<file path="src/rcr_pkg.sv">
// Shared types, codes and constants of the read-coils responder.
`timescale 1ns / 1ps

package rcr_pkg;

    // Coil store geometry: 65536 coils kept as 8192 rows of 8 coils.
    localparam int COIL_ROWS = 8192;
    localparam int ROW_W     = 13;

    localparam logic [15:0] MAX_QUANTITY = 16'd2000;

    localparam logic [7:0] EXC_FLAG          = 8'h80;
    localparam logic [7:0] EXC_ILLEGAL_ADDR  = 8'h02;
    localparam logic [7:0] EXC_ILLEGAL_VALUE = 8'h03;

    localparam logic [1:0] STS_OK        = 2'd0;
    localparam logic [1:0] STS_TRUNC     = 2'd1;
    localparam logic [1:0] STS_BUF_SMALL = 2'd2;

    localparam logic REQ_DATA = 1'b0;
    localparam logic REQ_COIL = 1'b1;

    localparam logic [1:0] CFG_ADDR_LOW  = 2'd0;
    localparam logic [1:0] CFG_ADDR_HIGH = 2'd1;
    localparam logic [1:0] CFG_BUF_SIZE  = 2'd2;

    typedef enum logic [2:0] {
        ST_CLEAR,
        ST_IDLE,
        ST_WR_READ,
        ST_WR_WRITE,
        ST_CHECK,
        ST_FETCH,
        ST_SHIFT,
        ST_PUSH
    } ctrl_state_t;

    typedef struct packed {
        logic take;
        logic clr_write;
        logic coil_read;
        logic coil_write;
        logic single_load;
        logic resp_start;
        logic row_fetch;
        logic row_shift;
        logic word_push;
    } rcr_cmd_t;

    typedef struct packed {
        logic clr_done;
        logic out_free;
        logic single;
        logic primed;
        logic word_full;
        logic last_word;
    } rcr_sts_t;

    // Keep the low n coils of the final data byte; n of zero keeps all eight.
    function automatic logic [7:0] tail_mask(input logic [2:0] n);
        logic [7:0] m;
        begin
            if (n == 3'd0)
                m = 8'hFF;
            else
                m = (8'h01 << n) - 8'h01;
            return m;
        end
    endfunction

endpackage

</file>
<file path="src/rcr_ctrl.sv">
// Controller state machine of the read-coils responder.
`timescale 1ns / 1ps

module rcr_ctrl (
    input  logic              clk,
    input  logic              rst_n,
    input  logic              in_valid,
    input  logic              req_type,
    input  logic              last_byte,
    input  rcr_pkg::rcr_sts_t sts,
    output logic              in_stall,
    output rcr_pkg::rcr_cmd_t cmd
);

    rcr_pkg::ctrl_state_t state_reg;
    rcr_pkg::ctrl_state_t state_next;

    always_ff @(posedge clk or negedge rst_n)
    begin
        if (!rst_n)
        begin
            state_reg <= rcr_pkg::ST_CLEAR;
        end
        else
        begin
            state_reg <= state_next;
        end
    end

    always_comb
    begin
        state_next = state_reg;
        cmd        = '0;
        in_stall   = 1'b1;
        case (state_reg)
            rcr_pkg::ST_CLEAR:
            begin
                cmd.clr_write = 1'b1;
                if (sts.clr_done)
                    state_next = rcr_pkg::ST_IDLE;
            end
            rcr_pkg::ST_IDLE:
            begin
                in_stall = 1'b0;
                if (in_valid)
                begin
                    cmd.take = 1'b1;
                    if (req_type == rcr_pkg::REQ_COIL)
                        state_next = rcr_pkg::ST_WR_READ;
                    else if (last_byte)
                        state_next = rcr_pkg::ST_CHECK;
                end
            end
            rcr_pkg::ST_WR_READ:
            begin
                cmd.coil_read = 1'b1;
                state_next    = rcr_pkg::ST_WR_WRITE;
            end
            rcr_pkg::ST_WR_WRITE:
            begin
                cmd.coil_write = 1'b1;
                state_next     = rcr_pkg::ST_IDLE;
            end
            rcr_pkg::ST_CHECK:
            begin
                if (!sts.single)
                begin
                    cmd.resp_start = 1'b1;
                    state_next     = rcr_pkg::ST_FETCH;
                end
                else if (sts.out_free)
                begin
                    cmd.single_load = 1'b1;
                    state_next      = rcr_pkg::ST_IDLE;
                end
            end
            rcr_pkg::ST_FETCH:
            begin
                cmd.row_fetch = 1'b1;
                state_next    = rcr_pkg::ST_SHIFT;
            end
            rcr_pkg::ST_SHIFT:
            begin
                cmd.row_shift = 1'b1;
                if (sts.primed && sts.word_full)
                    state_next = rcr_pkg::ST_PUSH;
                else
                    state_next = rcr_pkg::ST_FETCH;
            end
            rcr_pkg::ST_PUSH:
            begin
                // hold the word until the output register frees up
                if (sts.out_free)
                begin
                    cmd.word_push = 1'b1;
                    if (sts.last_word)
                        state_next = rcr_pkg::ST_IDLE;
                    else
                        state_next = rcr_pkg::ST_FETCH;
                end
            end
            default:
            begin
                state_next = rcr_pkg::ST_IDLE;
            end
        endcase
    end

    a_cmd_exclusive: assert property (@(posedge clk) disable iff (!rst_n)
        $onehot0({cmd.clr_write, cmd.coil_read, cmd.coil_write, cmd.single_load,
                  cmd.resp_start, cmd.row_fetch, cmd.row_shift, cmd.word_push}))
        else $error("controller issued two datapath commands at once");

    a_rmw_pair: assert property (@(posedge clk) disable iff (!rst_n)
        cmd.coil_read |=> cmd.coil_write)
        else $error("coil row read not followed by its write-back");

    a_fetch_shift: assert property (@(posedge clk) disable iff (!rst_n)
        cmd.row_fetch |=> cmd.row_shift)
        else $error("fetched row not shifted into the window");

    a_take_idle: assert property (@(posedge clk) disable iff (!rst_n)
        cmd.take |-> (!in_stall && !cmd.clr_write))
        else $error("input beat taken while the block is busy");

endmodule

</file>
<file path="config.mk">
export PLATFORM = sky130hd
export DESIGN_NAME = rcr_ctrl
export DESIGN_NICKNAME = d
export VERILOG_FILES = /design/src/rcr_pkg.sv /design/src/rcr_ctrl.sv
export SDC_FILE = /design/constraint.sdc
export NUM_CORES = 1
export LEC_CHECK = 0
export BUFFER_PORTS_ARGS = -buffer_cell sky130_fd_sc_hd__buf_2
export CORE_AREA = 3 3 40 42
export CTS_BUF_LIST = sky130_fd_sc_hd__clkbuf_8
export DETAILED_ROUTE_END_ITERATION = 8
export DIE_AREA = 0 0 43 45
export SLEW_MARGIN = 10
export SYNTH_ARGS = -nofsm -noshare
export SYNTH_HDL_FRONTEND = slang
export SYNTH_SLANG_ARGS = --single-unit
</file>
<file path="constraint.sdc">
create_clock -name clk -period 1.5 [get_ports clk]
set_clock_uncertainty 0.2 [all_clocks]
set_input_delay 0.45 -clock clk [delete_from_list [all_inputs] [get_ports clk]]
set_output_delay 0.45 -clock clk [all_outputs]
set_load 0.005 [all_outputs]
</file>
Yosys cells after proc, flatten, opt, wreduce, memory -nomap -nowiden. Index checks and enable logic that the tools add are counted.

Eq/ne operators: 12. Muxes and demuxes: 23. Reduce and logical (&&, ||, !) cells: 3.

Operator list (number): 2-to-1 mux 3 bit (8); case mux 3 bit (8 select lines) (1); == test 3 bit (second input constant) (4); 2-to-1 mux 1 bit (12); == test 3 x 2 -> 1 bit (second input constant) (2); != test 2 bit (second input constant) (3); != test 3 bit (second input constant) (2); AND reduction 5 bit (1); 2-to-1 mux 2 bit (2); == test 3 x 1 -> 1 bit (second input constant) (1); logical NOT 3 bit (1); logical AND 1 bit (1).

Flip-flop bits (word level): 3. Bits of input ports: 11. Output and inout bits: 10. Word-level logic and storage cells: 39.

Depth between registers and ports, before layout.
Depth in word-level cells: 4. Gate-level depth with buffers: 5. Depth with buffers taken out: 4.

Least setup slack after synthesis. No wires, ideal clock.

Path kind: register -> output. Start: register state_reg[0]. End: output port cmd[3] (netlist name). Arrival time: 0.945 ns. Required time: 0.850 ns. Setup slack: -0.095 ns. Stages on the path, launching flop included: 4. Path buffers: 2. Cell sequence: dfrtp_1 > buf_2 > buf_2 > nor4_1.

RTL lines: start: declaration (line rcr_ctrl.sv:15) `rcr_pkg::ctrl_state_t state_reg;`; start signal: assignment (line rcr_ctrl.sv:22) `state_reg <= rcr_pkg::ST_CLEAR;`; start signal: assignment (line rcr_ctrl.sv:26) `state_reg <= state_next;`; end: declaration (line rcr_ctrl.sv:12) `output rcr_pkg::rcr_cmd_t cmd`.

==> key figures <==
Status
  • Outcome: finished with violations
  • Failing checks: setup timing

GRT
  • Largest net degree at the start of global routing: 8
  • GRT Total Usage: 0.126
  • First-pass GRT wire length: 1.77 mm
  • Vias in the first global route: 432
  • Initial antenna violation count: 0
  • GRT overflow: 0

Synth
  • Synth area leaders: dfrtp_1, nor2_1, nand2_1
  • Post-synth top area cell: dfrtp_1
  • Post-synthesis cell count: 42
  • Number of enable flip-flop cells after synthesis: 0
  • Post-synth ARST share: 1.00
  • Post-synth top cells: nor2_1, nand2_1, nor3_1, dfrtp_1
  • Synth top area share: 0.263
  • Mean Syn Cell Area: 6.79 sq um
  • Synth warn: 0
  • Yosys cell types: 22
  • Post-synth top flop: dfrtp_1
  • Most frequent cell after synthesis: nor2_1
  • Register bit total from synthesis: 3
  • Total nets after synthesis: 53
  • Synth Cell Area: 285 sq um
  • Register area share after synthesis: 0.263

STA
  • Fin. max-slew vios: 0
  • Setup violators final: 12
  • Worst Max-Slew Pin Slew: 0.308 ns
  • Fin crit share: 1.15
  • Hold_ws: 0.365 ns
  • Setup WS post-layout: -0.223 ns
  • Hold Vio Cnt, Final: 0
  • FMAX: 0.581 GHz
  • Fin crit period: 1.72 ns
  • RSZ-0062 raised after global routing: yes
  • Slew headroom: 0.794

Die
  • Core outline area: 1280 sq um
  • Die width: 43 microns
  • I/O pin total: 21
  • Site row count: 13
  • Effective utilization at floorplan: 0.222
  • Die Footprint: 1940 sq um
  • Chip height: 45 microns

Route
  • Top sig layer: met4
  • Via count: 431
  • DR WL/cell: 10.9 microns
  • Antenna Nets Post-Route: 0
  • Via density: 4.49
  • Met3 wire length: 82 microns
  • Initial DRC count: 4
  • Drt drc: 0
  • Total Wirelength: 1.04 mm
  • First-pass DRT Iterations: 4
  • Met2 WL: 468 microns
  • Metal-1 WL: 456 microns

Clock tree
  • # clock sinks: 3
  • Worst-path clk slew: 0.03 ns
  • Insertion delay to the later sink of the worst-skew pair: 0.22 ns
  • Clock root cell: clkbuf_8
  • Clock Tree Buf Depth: 2
  • TritonCTS buffer count: 3
  • H-tree depth: 1
  • CTS tree: yes

Worst hold path
  • Hold WC Path Type: in -> reg

Setup path
  • R2r setup slk: -0.19 ns
  • WP data arrival: 1.07 ns
  • Crit-path max cell delay: 0.45 ns
  • CP max stage cell: dfrtp_2
  • Critical Path Sink Type: primary output
  • CP Class: reg -> out
  • Critical Path RT: 0.85 ns
  • Critical path cell sequence: buf_6 -> and3_1 -> buf_2
  • CP delay by family, top: flip-flops
  • CP startpoint kind: register
  • Buffers and inverters on the worst path: 2
  • CP Max Fanout: 4

Pwr
  • Static Leak: 0.340 nW
  • Pwr Density: 2100 nW/um^2
  • VDD IR-drop max: 1.18 mV

Cells and area
  • Filler cells: 125
  • Final Core Density: 0.528
  • NumNets Final: 93
  • Antenna Cells: 0
  • Share of layout cells above drive strength 1: 0.716
  • Area grow syn2layout: 138%
  • Final Instance Area: 678 sq um
  • Max reg flops: 3

Placed design
  • I/O Buffers: 20
  • Final GP Congestion: 0.755
  • Post-DP Area: 460 sq um
  • Final HPWL DP: 782 microns

Run
  • Maximum capacitance violations: 0
-- worst reg2reg max path, stage by stage, from the launching register on --
cell      delay, ns
dfrtp_2        0.44
buf_6          0.15
buf_4          0.13
buf_6          0.10
o211ai_1       0.07
and3_4         0.21
mux2i_1        0.18
nand2_1        0.07
-- metrics by stage --
step	std cells	total power, mW	TNS, ns	worst slack [ns]
6_report	96	1.42	-2.23	-0.223
5_1_grt	96	1.54	-3.01	-0.293
4_1_cts	93	1.23	-2.21	-0.231
3_5_place_dp	83	0.808	-0.419	-0.0944
3_3_place_gp	83	0.792	-0.318	-0.0769
2_1_floorplan	42	0.530	0	0.0135
-- final cells by class --
cell class,instances,area [sq um],share of cell area
clock inverter,1,3.75,0.00554
tap,15,18.8,0.0277
sequential,3,78.8,0.116
timing repair buffer,37,263,0.387
multi-input combinational,34,259,0.382
inverter,3,13.8,0.0203
clock buffer,3,41.3,0.0609
-- repair_timing --
action,CTS,global route
pin swaps,9,7
endpoints found under the setup margin,11,13
hold endpoints to repair,3,0
hold buffers,1,0
setup buffers,5,4
gates resized for setup,13,17
-- path summary, 6_finish.rpt --
| check | end | start | cells past startpoint |
|---|---|---|---|
| setup / recovery | cmd[2] | state_reg[2]$_DFFE_PN0P_ | 3 |
| hold / removal | state_reg[1]$_DFFE_PN0P_ | sts[1] | 3 |
| setup reg to reg | state_reg[0]$_DFFE_PN0P_ | state_reg[0]$_DFFE_PN0P_ | 7 |
| hold reg to reg | state_reg[1]$_DFFE_PN0P_ | state_reg[0]$_DFFE_PN0P_ | 3 |
| max in group asynchronous | state_reg[0]$_DFFE_PN0P_ | rst_n | 2 |
| min in group asynchronous | state_reg[2]$_DFFE_PN0P_ | rst_n | 2 |
-- kinds of logic after synthesis --
kind of cell	count (synthesis)	share of synthesized area
buffers and inverters	5	0.0746
multiplexers	1	0.0351
AND/OR/NAND/NOR	24	0.390
AO/OA/AOI/OAI	9	0.237
flip-flops	3	0.263
-- report_power, final --
part           internal [mW]  switching [mW]
combinational          0.562           0.420
sequential             0.131          0.0825
clock                  0.174          0.0539
total                  0.868           0.556
-- per-layer routing --
| metal | vias up | GRT usage |
|---|---|---|
| li1 | 226 | - |
| met1 | 180 | 0.145 |
| met2 | 21 | 0.195 |
| met3 | 4 | 0.0319 |
| met4 | 0 | 0.108 |
| met5 | - | 0 |
-- placed cells by master, fill, tap and decap left out, types with 2 or more instances in the layout --
cell type and instances:
nor3_1 3, inv_1 2, buf_6 8, dfrtp_2 3, nor2_2 3, clkbuf_8 3, nor2_1 4, nand2_1 5
buf_4 9, buf_2 19
Note: power is estimated with default switching activity, not from simulation.
